[src/hdl/lpht_pkg.sv]
// Shared types and codes for the linear-probing hash table.
// Depends on nothing; every other file of the block but lpht_fifo imports it.
`default_nettype none

package lpht_pkg;

	// Key and value widths.
	localparam int KEY_W   = 32;
	localparam int DATA_W  = 32;

	// Command codes.
	localparam logic [1:0] CMD_INSERT = 2'd0;
	localparam logic [1:0] CMD_LOOKUP = 2'd1;
	localparam logic [1:0] CMD_REMOVE = 2'd2;

	// Result status codes.
	localparam logic [1:0] ST_OK        = 2'd0;
	localparam logic [1:0] ST_NOT_FOUND = 2'd1;
	localparam logic [1:0] ST_FULL      = 2'd2;

	// Per-slot state codes.
	localparam logic [1:0] SLOT_EMPTY    = 2'd0;
	localparam logic [1:0] SLOT_OCCUPIED = 2'd1;
	localparam logic [1:0] SLOT_DELETED  = 2'd2;

	// One command as it enters the block.
	typedef struct packed {
		logic [1:0]               command;
		logic [KEY_W-1:0]         key;
		logic signed [DATA_W-1:0] item_value;
	} cmd_in_t;

	// One result as it leaves the block.
	typedef struct packed {
		logic [1:0]               status;
		logic signed [DATA_W-1:0] found_value;
	} result_t;

	// One table slot as it is held in the slot memory.
	typedef struct packed {
		logic [1:0]               state;
		logic [KEY_W-1:0]         key;
		logic signed [DATA_W-1:0] data;
	} slot_t;

endpackage

`default_nettype wire

[src/hdl/linear_probe_hash_table_top.sv]
// Top level of the linear-probing hash table: front end, command queue and probe sequencer.
// Depends on lpht_pkg, lpht_front, lpht_fifo and lpht_back.
`default_nettype none

// Open-addressing key/value table of TABLE_SIZE slots with linear probing and
// deleted tombstones. Commands enter through a queue-style port (push/full) and
// results leave through another (empty/pop), one result per command, in order.
// After reset the slot memory is cleared one slot per cycle, and full stays high
// until the clearing pass is done. The front end computes the home slot by
// multiplying with a reciprocal of the table size, in a quotient step and then a
// remainder step, and takes no new command until the previous one has moved into
// the queue; this overlaps with probing of the previous command. The probe
// sequencer reads one slot per cycle from the slot memory, and a command
// examines at most TABLE_SIZE slots; the result register lets it start the next
// command while a result waits to be popped.
module linear_probe_hash_table_top #(
	parameter int TABLE_SIZE = 16
) (
	input  logic              clk,
	input  logic              arst_n,
	input  logic              push,
	output logic              full,
	input  lpht_pkg::cmd_in_t cmd_in,
	output logic              empty,
	input  logic              pop,
	output lpht_pkg::result_t result
);
	import lpht_pkg::*;

	localparam int AW = $clog2(TABLE_SIZE);
	localparam int EW = $bits(cmd_in_t) + AW;

	logic          clearing;
	logic          front_push;
	logic          front_full;
	logic          q_push;
	logic          q_full;
	cmd_in_t       q_item;
	logic [AW-1:0] q_home;
	logic          q_empty;
	logic          q_pop;
	logic [EW-1:0] q_rdata;
	cmd_in_t       entry_item;
	logic [AW-1:0] entry_home;

	// No transfer is taken while the slot memory is being cleared.
	assign front_push = push && !clearing;
	assign full       = front_full || clearing;

	assign entry_item = q_rdata[EW-1:AW];
	assign entry_home = q_rdata[AW-1:0];

	lpht_front #(
		.TABLE_SIZE(TABLE_SIZE)
	) u_front (
		.clk    (clk),
		.arst_n (arst_n),
		.push   (front_push),
		.full   (front_full),
		.cmd_in (cmd_in),
		.q_push (q_push),
		.q_full (q_full),
		.q_item (q_item),
		.q_home (q_home)
	);

	lpht_fifo #(
		.WIDTH(EW)
	) u_fifo (
		.clk    (clk),
		.arst_n (arst_n),
		.push   (q_push),
		.full   (q_full),
		.wdata  ({q_item, q_home}),
		.pop    (q_pop),
		.empty  (q_empty),
		.rdata  (q_rdata)
	);

	lpht_back #(
		.TABLE_SIZE(TABLE_SIZE)
	) u_back (
		.clk         (clk),
		.arst_n      (arst_n),
		.entry_valid (!q_empty),
		.entry_pop   (q_pop),
		.entry_item  (entry_item),
		.entry_home  (entry_home),
		.clearing    (clearing),
		.empty       (empty),
		.pop         (pop),
		.result      (result)
	);

endmodule

`default_nettype wire

[src/hdl/lpht_front.sv]
// Front end: accepts commands and computes the home slot (key modulo table size).
// Depends on lpht_pkg; feeds the command queue in front of lpht_back.
`default_nettype none

module lpht_front #(
	parameter int TABLE_SIZE = 16,
	localparam int AW = $clog2(TABLE_SIZE)
) (
	input  logic              clk,
	input  logic              arst_n,
	input  logic              push,
	output logic              full,
	input  lpht_pkg::cmd_in_t cmd_in,
	output logic              q_push,
	input  logic              q_full,
	output lpht_pkg::cmd_in_t q_item,
	output logic [AW-1:0]     q_home
);
	import lpht_pkg::*;

	// Reciprocal of the table size, exact for every key of KEY_W bits.
	localparam int RW = KEY_W + 1;
	localparam logic [63:0] RECIP_FULL =
		((64'd1 << (KEY_W + AW)) + 64'(TABLE_SIZE - 1)) / 64'(TABLE_SIZE);
	localparam logic [RW-1:0] RECIP = RECIP_FULL[RW-1:0];
	localparam logic [AW-1:0] MOD_LOW = AW'(TABLE_SIZE);
	localparam logic LAST_STEP = 1'b1;

	logic                  busy_q;
	logic                  have_q;
	logic                  step_q;
	logic [AW-1:0]         quo_q;
	logic [AW-1:0]         rem_q;
	cmd_in_t               item_q;
	logic                  accept;
	logic                  release_item;
	logic                  compute;
	logic [KEY_W+RW-1:0]   product;
	logic [AW-1:0]         quo_next;
	logic [AW-1:0]         back_mul;
	logic [AW-1:0]         rem_next;

	// A new command is taken once the previous one has moved into the queue.
	assign full         = busy_q && !(have_q && !q_full);
	assign accept       = push && !full;
	assign release_item = have_q && !q_full;
	assign compute      = busy_q && !have_q;

	assign q_push = have_q;
	assign q_item = item_q;
	assign q_home = rem_q;

	// First step: the low bits of the quotient from the reciprocal product.
	assign product  = item_q.key * RECIP;
	assign quo_next = product[KEY_W+AW +: AW];

	// Second step: the remainder fits in AW bits, so only the low bits are formed.
	assign back_mul = quo_q * MOD_LOW;
	assign rem_next = item_q.key[AW-1:0] - back_mul;

	// Control flags and the step counter.
	always_ff @(posedge clk or negedge arst_n) begin
		if (!arst_n) begin
			busy_q <= 1'b0;
			have_q <= 1'b0;
			step_q <= 1'b0;
		end else if (accept) begin
			busy_q <= 1'b1;
			have_q <= 1'b0;
			step_q <= 1'b0;
		end else if (release_item) begin
			busy_q <= 1'b0;
			have_q <= 1'b0;
		end else if (compute) begin
			step_q <= step_q + 1'b1;
			if (step_q == LAST_STEP) begin
				have_q <= 1'b1;
			end
		end
	end

	// Command payload, quotient and remainder.
	always_ff @(posedge clk) begin
		if (accept) begin
			item_q <= cmd_in;
		end else if (compute) begin
			if (step_q == LAST_STEP) begin
				rem_q <= rem_next;
			end else begin
				quo_q <= quo_next;
			end
		end
	end

`ifndef ASSERT_OFF
	a_have_implies_busy: assert property (@(posedge clk) disable iff (!arst_n)
		have_q |-> busy_q)
		else $error("front holds a home slot without a command in flight");
	a_last_step_done: assert property (@(posedge clk) disable iff (!arst_n)
		(compute && step_q == LAST_STEP) |=> have_q)
		else $error("front did not finish after the last remainder step");
	a_idle_not_full: assert property (@(posedge clk) disable iff (!arst_n)
		!busy_q |-> !full)
		else $error("idle front refuses a transfer");
`endif

endmodule

`default_nettype wire

[src/hdl/lpht_fifo.sv]
// Two-entry queue that decouples the front end from the probe sequencer.
// Depends on nothing beyond its WIDTH parameter.
`default_nettype none

module lpht_fifo #(
	parameter int WIDTH = 8
) (
	input  logic             clk,
	input  logic             arst_n,
	input  logic             push,
	output logic             full,
	input  logic [WIDTH-1:0] wdata,
	input  logic             pop,
	output logic             empty,
	output logic [WIDTH-1:0] rdata
);

	localparam int DEPTH = 2;
	localparam int PW = $clog2(DEPTH);
	localparam int CW = $clog2(DEPTH + 1);
	localparam logic [PW-1:0] LAST_PTR = PW'(DEPTH - 1);
	localparam logic [CW-1:0] DEPTH_C = CW'(DEPTH);

	logic [WIDTH-1:0] mem_q [DEPTH];
	logic [PW-1:0]    wr_ptr_q;
	logic [PW-1:0]    rd_ptr_q;
	logic [CW-1:0]    count_q;
	logic             do_push;
	logic             do_pop;

	assign full    = (count_q == DEPTH_C);
	assign empty   = (count_q == '0);
	assign do_push = push && !full;
	assign do_pop  = pop && !empty;
	assign rdata   = mem_q[rd_ptr_q];

	// Pointers and fill count.
	always_ff @(posedge clk or negedge arst_n) begin
		if (!arst_n) begin
			wr_ptr_q <= '0;
			rd_ptr_q <= '0;
			count_q  <= '0;
		end else begin
			if (do_push) begin
				wr_ptr_q <= (wr_ptr_q == LAST_PTR) ? '0 : wr_ptr_q + 1'b1;
			end
			if (do_pop) begin
				rd_ptr_q <= (rd_ptr_q == LAST_PTR) ? '0 : rd_ptr_q + 1'b1;
			end
			if (do_push && !do_pop) begin
				count_q <= count_q + 1'b1;
			end else if (do_pop && !do_push) begin
				count_q <= count_q - 1'b1;
			end
		end
	end

	// Entry storage.
	always_ff @(posedge clk) begin
		if (do_push) begin
			mem_q[wr_ptr_q] <= wdata;
		end
	end

`ifndef ASSERT_OFF
	a_count_bound: assert property (@(posedge clk) disable iff (!arst_n)
		count_q <= DEPTH_C)
		else $error("queue count beyond its depth");
	a_empty_ptrs: assert property (@(posedge clk) disable iff (!arst_n)
		empty |-> (rd_ptr_q == wr_ptr_q))
		else $error("empty queue with pointers apart");
	a_full_ptrs: assert property (@(posedge clk) disable iff (!arst_n)
		full |-> (rd_ptr_q == wr_ptr_q))
		else $error("full queue with pointers apart");
`endif

endmodule

`default_nettype wire

[src/hdl/lpht_back.sv]
// Probe sequencer: slot memory, clearing pass, linear probing and the result register.
// Depends on lpht_pkg; takes commands with their home slot from lpht_fifo.
`default_nettype none

module lpht_back #(
	parameter int TABLE_SIZE = 16,
	localparam int AW = $clog2(TABLE_SIZE)
) (
	input  logic              clk,
	input  logic              arst_n,
	input  logic              entry_valid,
	output logic              entry_pop,
	input  lpht_pkg::cmd_in_t entry_item,
	input  logic [AW-1:0]     entry_home,
	output logic              clearing,
	output logic              empty,
	input  logic              pop,
	output lpht_pkg::result_t result
);
	import lpht_pkg::*;

	localparam logic [AW-1:0] LAST_SLOT = AW'(TABLE_SIZE - 1);

	localparam logic [1:0] S_CLEAR = 2'd0;
	localparam logic [1:0] S_IDLE  = 2'd1;
	localparam logic [1:0] S_PROBE = 2'd2;
	localparam logic [1:0] S_DONE  = 2'd3;

	logic [1:0]    state_q;
	logic [AW-1:0] clr_q;
	logic [AW-1:0] cnt_q;
	logic [AW-1:0] pos_q;
	logic [AW-1:0] iss_q;
	cmd_in_t       cmd_q;
	result_t       res_q;
	result_t       out_q;
	logic          out_valid_q;

	slot_t         slot_mem_q [TABLE_SIZE];
	slot_t         rdata_q;
	logic          mem_we;
	logic [AW-1:0] mem_waddr;
	slot_t         mem_wdata;
	logic [AW-1:0] mem_raddr;

	logic          out_free;
	logic          start;
	logic          stop;
	logic          last;
	logic          occupied;
	logic          match;
	result_t       res;

	function automatic logic [AW-1:0] next_slot(input logic [AW-1:0] p);
		return (p == LAST_SLOT) ? '0 : p + 1'b1;
	endfunction

	assign out_free  = !out_valid_q || pop;
	assign start     = entry_valid && ((state_q == S_IDLE) || (state_q == S_DONE && out_free));
	assign entry_pop = start;
	assign clearing  = (state_q == S_CLEAR);
	assign empty     = !out_valid_q;
	assign result    = out_q;

	// The read address runs one slot ahead of the slot being examined.
	assign mem_raddr = start ? entry_home : iss_q;
	assign last      = (cnt_q == LAST_SLOT);
	assign occupied  = (rdata_q.state == SLOT_OCCUPIED);
	assign match     = occupied && (rdata_q.key == cmd_q.key);

	// Slot evaluation and memory writes.
	always_comb begin
		stop      = 1'b0;
		res       = '0;
		res.status = ST_NOT_FOUND;
		mem_we    = 1'b0;
		mem_waddr = pos_q;
		mem_wdata = rdata_q;
		unique case (state_q)
			S_CLEAR: begin
				mem_we          = 1'b1;
				mem_waddr       = clr_q;
				mem_wdata       = '0;
				mem_wdata.state = SLOT_EMPTY;
			end
			S_PROBE: begin
				unique case (cmd_q.command)
					CMD_INSERT: begin
						if (!occupied) begin
							stop            = 1'b1;
							res.status      = ST_OK;
							mem_we          = 1'b1;
							mem_wdata.state = SLOT_OCCUPIED;
							mem_wdata.key   = cmd_q.key;
							mem_wdata.data  = cmd_q.item_value;
						end else if (last) begin
							stop       = 1'b1;
							res.status = ST_FULL;
						end
					end
					CMD_LOOKUP: begin
						if (rdata_q.state == SLOT_EMPTY) begin
							stop = 1'b1;
						end else if (match) begin
							stop            = 1'b1;
							res.status      = ST_OK;
							res.found_value = rdata_q.data;
						end else if (last) begin
							stop = 1'b1;
						end
					end
					CMD_REMOVE: begin
						if (match) begin
							stop            = 1'b1;
							res.status      = ST_OK;
							mem_we          = 1'b1;
							mem_wdata.state = SLOT_DELETED;
						end else if (last) begin
							stop = 1'b1;
						end
					end
					default: begin
						// The unused command code ends at once with no change.
						stop = 1'b1;
					end
				endcase
			end
			S_IDLE: begin
			end
			S_DONE: begin
			end
		endcase
	end

	// Slot memory with a registered read port.
	always_ff @(posedge clk) begin
		if (mem_we) begin
			slot_mem_q[mem_waddr] <= mem_wdata;
		end
		rdata_q <= slot_mem_q[mem_raddr];
	end

	// Sequencer control.
	always_ff @(posedge clk or negedge arst_n) begin
		if (!arst_n) begin
			state_q     <= S_CLEAR;
			clr_q       <= '0;
			cnt_q       <= '0;
			pos_q       <= '0;
			iss_q       <= '0;
			out_valid_q <= 1'b0;
		end else begin
			unique case (state_q)
				S_CLEAR: begin
					clr_q <= next_slot(clr_q);
					if (clr_q == LAST_SLOT) begin
						state_q <= S_IDLE;
					end
				end
				S_IDLE: begin
					if (start) begin
						state_q <= S_PROBE;
					end
				end
				S_PROBE: begin
					if (stop) begin
						state_q <= S_DONE;
					end else begin
						cnt_q <= cnt_q + 1'b1;
						pos_q <= iss_q;
						iss_q <= next_slot(iss_q);
					end
				end
				S_DONE: begin
					if (out_free) begin
						state_q <= start ? S_PROBE : S_IDLE;
					end
				end
			endcase
			if (start) begin
				cnt_q <= '0;
				pos_q <= entry_home;
				iss_q <= next_slot(entry_home);
			end
			if (state_q == S_DONE && out_free) begin
				out_valid_q <= 1'b1;
			end else if (pop) begin
				out_valid_q <= 1'b0;
			end
		end
	end

	// Command, pending result and output payload.
	always_ff @(posedge clk) begin
		if (start) begin
			cmd_q <= entry_item;
		end
		if (state_q == S_PROBE && stop) begin
			res_q <= res;
		end
		if (state_q == S_DONE && out_free) begin
			out_q <= res_q;
		end
	end

`ifndef ASSERT_OFF
	a_no_start_in_clear: assert property (@(posedge clk) disable iff (!arst_n)
		(state_q == S_CLEAR) |-> !entry_pop)
		else $error("command taken during the clearing pass");
	a_write_states: assert property (@(posedge clk) disable iff (!arst_n)
		mem_we |-> (state_q == S_CLEAR || state_q == S_PROBE))
		else $error("slot memory written outside clearing or probing");
	a_stop_to_done: assert property (@(posedge clk) disable iff (!arst_n)
		(state_q == S_PROBE && stop) |=> (state_q == S_DONE))
		else $error("finished probe did not move to result hand-off");
	a_result_loaded: assert property (@(posedge clk) disable iff (!arst_n)
		(state_q == S_DONE && out_free) |=> out_valid_q)
		else $error("pending result was not loaded into the output register");
`endif

endmodule

`default_nettype wire
[config.mk]
export PLATFORM = sky130hd
export DESIGN_NAME = linear_probe_hash_table_top
export DESIGN_NICKNAME = d
export VERILOG_FILES = /design/src/hdl/lpht_pkg.sv /design/src/hdl/linear_probe_hash_table_top.sv /design/src/hdl/lpht_front.sv /design/src/hdl/lpht_fifo.sv /design/src/hdl/lpht_back.sv
export SDC_FILE = /design/constraint.sdc
export NUM_CORES = 2
export LEC_CHECK = 0
export BUFFER_PORTS_ARGS = -buffer_cell sky130_fd_sc_hd__buf_2
export CAP_MARGIN = 20
export CORE_ASPECT_RATIO = 0.6
export CORE_MARGIN = 3
export CORE_UTILIZATION = 62
export DETAILED_ROUTE_END_ITERATION = 10
export PLACE_DENSITY_LB_ADDON = 0.05
export SKIP_CTS_REPAIR_TIMING = 1
export SYNTH_ARGS = -nofsm -noshare
export SYNTH_HDL_FRONTEND = slang
export SYNTH_SLANG_ARGS = --single-unit
[constraint.sdc]
create_clock -name clk -period 10.7 [get_ports clk]
set_clock_uncertainty 0.2 [all_clocks]
set_input_delay 2.14 -clock clk [delete_from_list [all_inputs] [get_ports clk]]
set_output_delay 2.14 -clock clk [all_outputs]
set_load 0.03 [all_outputs]
* Yosys cells after proc, flatten, opt, wreduce, memory -nomap -nowiden
Memories as Yosys holds them, arrays and structs flattened. A register that Yosys moved wholly into a read port is not among the register bits.
Cells that the tools add are included.
** Word-level totals
- Register bits :: 230
- Latch bits :: 0
- Memory bits (writable) :: 1196
- Bits in read-only memories :: 0
- Bits of input ports :: 70
- Output and inout port bits :: 36
- Word-level logic and storage cells :: 156
- Memories :: 2
** Memory list
- u_back.slot_mem_q :: words 16, width 66, read ports 1, clocked after Yosys merged registers in 1, wr ports 1, RTL line lpht_back.sv:39 : slot_t slot_mem_q [TABLE_SIZE];
- u_fifo.mem_q :: words 2, width 70, read ports 1, clocked after Yosys merged registers in 0, wr ports 1, RTL line lpht_fifo.sv:24 : logic [WIDTH-1:0] mem_q [DEPTH];
** Cells by class
- $add $sub $neg :: 9
- Multiply operators :: 0
- Divide/modulo/power cells :: 0
- Order comparisons :: 0
- Eq/ne operators :: 18
- Shift operators :: 0
- Mux-type cells :: 60
- Bitwise gates (word level) :: 4
- Reduce and logical (&&, ||, !) cells :: 40
** Operators with widths (number)
- $pmux W66 S2 :: 1
- $mux W66 :: 1
- $mux W64 :: 1
- $mux W4 :: 14
- $mux W34 :: 1
- $mux W33 :: 1
- $eq A32 B32 Y1 :: 1
- $mux W1 :: 25
- $mux W2 :: 10
- $add A4 B1 Y4 const B :: 4
- $eq A4 B4 Y1 const B :: 4
- $logic_and A1 B1 Y1 :: 12
- $ne A2 B1 Y1 const B :: 5
- $reduce_bool A2 Y1 :: 5
- $eq A2 B2 Y1 const B :: 4
- $logic_not A1 Y1 :: 8
- $logic_not A2 Y1 :: 4
- $pmux W2 S4 :: 1
- $eq A2 B1 Y1 const B :: 3
- $pmux W2 S3 :: 1
- $reduce_and A2 Y1 :: 3
- $reduce_bool A3 Y1 :: 2
- $not A1 Y1 :: 4
- $pmux W1 S2 :: 2
- 10 further kinds :: 14

* Logic depth before layout (Yosys ltp)
- Depth after elaboration :: 9
- Gate-level depth with buffers :: 11
- Mapped depth without buffers :: 7

* By module
A second synthesis with hierarchy kept.
** Unflattened totals
- Cells, all modules :: 2499
- Area, all modules :: 55333.1 µm²
** Modules (own cells, without submodules)
- lpht_back :: times used 1, cells an instance 2172, area an instance 47440.5 µm², seq. area each 37531.0 µm²
- lpht_fifo :: times used 1, cells an instance 237, area an instance 5599.1 µm², seq. area each 4304.1 µm²
- lpht_front :: times used 1, cells an instance 87, area an instance 2274.7 µm², seq. area each 2177.1 µm²
- linear_probe_hash_table_top :: times used 1, cells an instance 3, area an instance 18.8 µm², seq. area each 0.0 µm²

* Least setup slack after synthesis
Ideal clock, no wire load.
- Path kind :: register to register
- Start point :: reg u_back.cmd_q[33] (netlist name)
- End point :: mem u_back.slot_mem_q[11][0] (netlist name) (enable)
- Setup time :: 0.652 ns
- Arrival :: 7.785 ns
- Data required time :: 9.848 ns
- Slack :: 2.063 ns
- Cell stages (with the launch flop) :: 7
- Buffers on the path :: 0
- Clock period less this slack :: 8.637 ns
- Path through :: edfxtp_1 -> xnor2_1 -> nand4_1 -> nor4_1 -> nand3_1 -> o211a_1 -> nor4_1
** Between the ends
- Longest elaborated chain between the ends :: 7
** Ends and longest elaborated chain
- start: declaration :: RTL line lpht_back.sv:34 : cmd_in_t cmd_q;
- start signal: assignment :: RTL line lpht_back.sv:196 : cmd_q <= entry_item;
- $eq A32 B32 Y1 :: RTL line lpht_back.sv:69 : assign match = occupied && (rdata_q.key == cmd_q.key);
- $logic_and A1 B1 Y1 :: RTL line lpht_back.sv:69
- $mux W1 :: RTL line lpht_back.sv:113 : if (match) begin
- $pmux W1 S2 :: RTL line lpht_back.sv:87 : unique case (cmd_q.command)
- $pmux W1 S2 :: RTL line lpht_back.sv:79 : unique case (state_q)
- $mux W1 :: RTL line lpht_back.sv:137 : if (mem_we) begin
- $mux W1 (not written as such) :: RTL line lpht_back.sv:138 : slot_mem_q[mem_waddr] <= mem_wdata;
- end: declaration :: RTL line lpht_back.sv:39
Every way passes these cells.

* Worst setup path after layout
- Start point :: in pop
- End point :: reg, netlist name u_back.rdata_q[26]
** Between the ends
- Longest elaborated chain between the ends :: 5
** Ends and longest elaborated chain
- start: declaration :: RTL line linear_probe_hash_table_top.sv:25 : input logic pop,
- $logic_or A1 B1 Y1 :: RTL line lpht_back.sv:58 : assign out_free = !out_valid_q || pop;
- $logic_and A1 B1 Y1 :: RTL line lpht_back.sv:59 : assign start = entry_valid && ((state_q == S_IDLE) || (state_q == S_DONE && out_free));
- $logic_or A1 B1 Y1 :: RTL line lpht_back.sv:59
- $logic_and A1 B1 Y1 :: RTL line lpht_back.sv:59
- $mux W4 :: RTL line lpht_back.sv:66 : assign mem_raddr = start ? entry_home : iss_q;
Every way passes these cells.
A chain may end at the register's enable or synchronous reset.

==> results.sh <==
export IMPL_status="finished clean"
export IMPL_synth_seq_area_share_pct=74.9
export IMPL_synthTopCellsByArea="edfxtp_1 (72%), mux2i_1 (7.9%), o22ai_1 (2.8%)"
export IMPL_wl_per_cell_um=30.9
export IMPL_crit_path_max_incr_delay_ns=0.95
export IMPL_layout_setup_ws_ns=4.99
export IMPL_core_area_mm2=0.0929
export IMPL_initial_core_util_pct=63.3
export IMPL_die_height_um=244
export IMPL_die_x_um=403
export IMPL_whs_endpoint="u_back.result[7]"
export IMPL_preCtsSetupSlack_ns=4.36
export IMPL_cts_made_buffers=134
export IMPL_die_area_mm2=0.0986
export IMPL_synth_most_common_cell="edfxtp_1"
export IMPL_fmax_ghz=0.175
export IMPL_nNetsFinal=3822
export IMPL_fin_crit_ns=5.71
export IMPL_netlist_area_mm2=0.0587
export IMPL_worst_pin_slew_ns=1.23
export IMPL_leakage_nw=23.2
export IMPL_path_clk_slew_ns=0.06
export IMPL_total_power_mw=21.7
export IMPL_num_vias=34563
export IMPL_hold_viol=0
export IMPL_required_ns=11.12
export IMPL_syn_instance_count=3662
export IMPL_synth_area_per_cell_um2=16.0
export IMPL_synth_warning_count=0
export IMPL_rr_startpoint="u_back.cmd_q[59]"
export IMPL_setup_viol=0
export IMPL_totalWireLength_um=157000
export IMPL_grt_max_degree=145
export IMPL_drc_errors=0
export IMPL_fin_setup_tns_ns=0
export IMPL_netlist_cell_type_count=66
export IMPL_dp_cells=4842
export IMPL_r2r_end="u_back.slot_mem_q[0][35]"
export IMPL_cts_root_buf="clkbuf_16"
export IMPL_cp_cell_sequence="buf_2, nand3b_1, nand2_2, inv_8, nor4b_1, a31oi_4, buf_4, o22ai_1, a211o_1"
export IMPL_clock_latency_ns=0.75
export IMPL_drt_initial_drc_count=4636
export IMPL_ff2ff_setup_slack_ns=5.53
export IMPL_stdcell_count=5094
export IMPL_overflow=0
export IMPL_port_buffer_count=105
export IMPL_hpwl_um=78000
export IMPL_yosys_area_top_type="edfxtp_1"
export IMPL_synth_edf_count=1400
export IMPL_drive_gt1_share_pct=12.9
export IMPL_synthFlopType="edfxtp_1"
export IMPL_holdPathStages=0
export IMPL_min_path_type="reg2reg"
export IMPL_max_cap_violations=0
export IMPL_relSlewSlack_pct=18.2
export IMPL_slew_viol_final=0
export IMPL_multiInputGateArea_mm2=0.0140
export IMPL_cts_tree="built"
export IMPL_min_delay_start="u_back.res_q[7]"
export IMPL_first_global_vias=34358
export IMPL_critPathSlowestCell="buf_4"
export IMPL_antenna_found_initial=2
export IMPL_fillers=5888
export IMPL_critPathKind="in2reg"
export IMPL_io_pins=106
export IMPL_crit_path_end_kind="flop"
export IMPL_clockBufferDepth=3
export IMPL_yosys_top_cells_count="edfxtp_1 (1400), mux2i_1 (463), nand2_1 (438)"
export IMPL_dr_pass1_iters=6
export IMPL_antenna_left=0
export IMPL_cp_start_kind="input pin"
export IMPL_ys_ff_latch=1492
export IMPL_grt_pass1_wl_um=227000
export IMPL_place_congestion=0.822
export IMPL_htree_num_levels=4
export IMPL_crit_arrival_ns=6.13
export IMPL_syn_nets=3737
export IMPL_rsz0062_at_grt="false"
export IMPL_grt_total_usage_pct=31.9
export IMPL_seq_area_mm2=0.0440
export IMPL_yosysTopAreaCellShare_pct=71.6
export IMPL_critPathMaxFanout=117
export IMPL_clock_sinks=1492
export IMPL_core_rowCount=86
export IMPL_ir_drop_mv=0.459
export IMPL_syn_to_final_growth_pct=11.0
export IMPL_r2r_worst_path_cells=8
export IMPL_via_per_inst=6.79
export IMPL_p_per_area_mw_per_mm2=333
export IMPL_ys_async_sr_fraction_pct=1.74
export IMPL_final_period_utilization_pct=53.4
## stage by stage
stage          hold slack [ns]  cell area, µm²  utilization (%)
2_1_floorplan            0.200           58700                -
3_3_place_gp             0.202           60700             65.4
3_5_place_dp             0.205           60700             65.4
4_1_cts                  0.214           65200             70.2
5_1_grt                  0.219           65200             70.2
6_report                 0.209           65200             70.3
## sequential cells by signal, indices dropped and copies added, names as in the netlist, 2 cells and up
name / cells
u_back.clr_q: 4
u_back.cmd_q: 66
u_back.cnt_q: 4
u_back.iss_q: 4
u_back.pos_q: 4
u_back.rdata_q: 66
u_back.res_q: 34
u_back.result: 34
u_back.slot_mem_q: 1056
u_back.state_q: 2
u_fifo.count_q: 2
u_fifo.mem_q: 140
u_front.q_home: 4
u_front.q_item: 66
## logic make-up after synthesis
kind of cell             count (synthesis)  synth area share [%]
flip-flops                            1492                  74.9
AND/OR/NAND/NOR                        804                  6.54
AO/OA/AOI/OAI                          552                  6.88
multiplexers                           534                  9.27
buffers and inverters                  243                  1.81
XOR/XNOR                                32                 0.477
adder cells (fa/ha/maj)                  5                 0.106
## final cells by class
class                           instances  area share, %
Antenna cell                            3         0.0115
Clock buffer                          183           5.69
Clock inverter                         65           1.15
Inverter                               15          0.102
Multi-Input combinational cell       1927           21.5
Sequential cell                      1492           67.5
Tap cell                             1232           2.36
Timing Repair Buffer                  177           1.74
## power by group
part	internal, mW	switching [mW]	total (mW)
clock network	2.81	2.10	4.91
registers	8.47	0.520	8.99
logic	2.52	5.28	7.80
total	13.8	7.90	21.7
## worst max-delay path by stage
stage                                start                  endpoint  slack (ns)  depth (start not counted)
after floorplan           u_back.cmd_q[33]  u_back.slot_mem_q[11][0]        2.06                          6
after global placement                 pop        u_back.rdata_q[27]        4.50                          9
after detailed placement               pop        u_back.rdata_q[24]        4.36                          9
after CTS                              pop        u_back.rdata_q[24]        5.18                          9
after global routing                   pop        u_back.rdata_q[24]        4.91                          9
final                                  pop        u_back.rdata_q[26]        4.99                          9
## critical path, delay by kind of cell
kind            cells  cell delay [ns]
compound gates      3             1.32
buf+inv             3             1.86
simple gates        3             0.72
## per-layer routing
metal  routed length [µm]  track usage, %  vias to the layer above  share of wire (%)
li1                     -               -                    14535                  -
met5                   14               0                        -             0.0089
met3                16400            5.61                      372                 10
met1                61400            44.9                    17440                 39
met2                73100            49.7                     2214                 46
met4                 6580            14.1                        2                4.2
## cell usage in the layout, fill, tap and decap left out, types with 30 or more instances in the layout
cell type	netlist	routed
a211o_1	66	66
a22o_1	84	84
a32oi_1	69	67
and2_1	34	34
and3_1	200	199
buf_2	77	105
buf_4	12	66
clkbuf_1	110	35
clkbuf_16	0	137
dfxtp_1	66	66
edfxtp_1	1400	1400
mux2_2	69	69
mux2i_1	463	463
nand2_1	438	438
o22ai_1	265	265
xnor2_1	30	30
No activity file was read; power rests on OpenSTA's default activity.
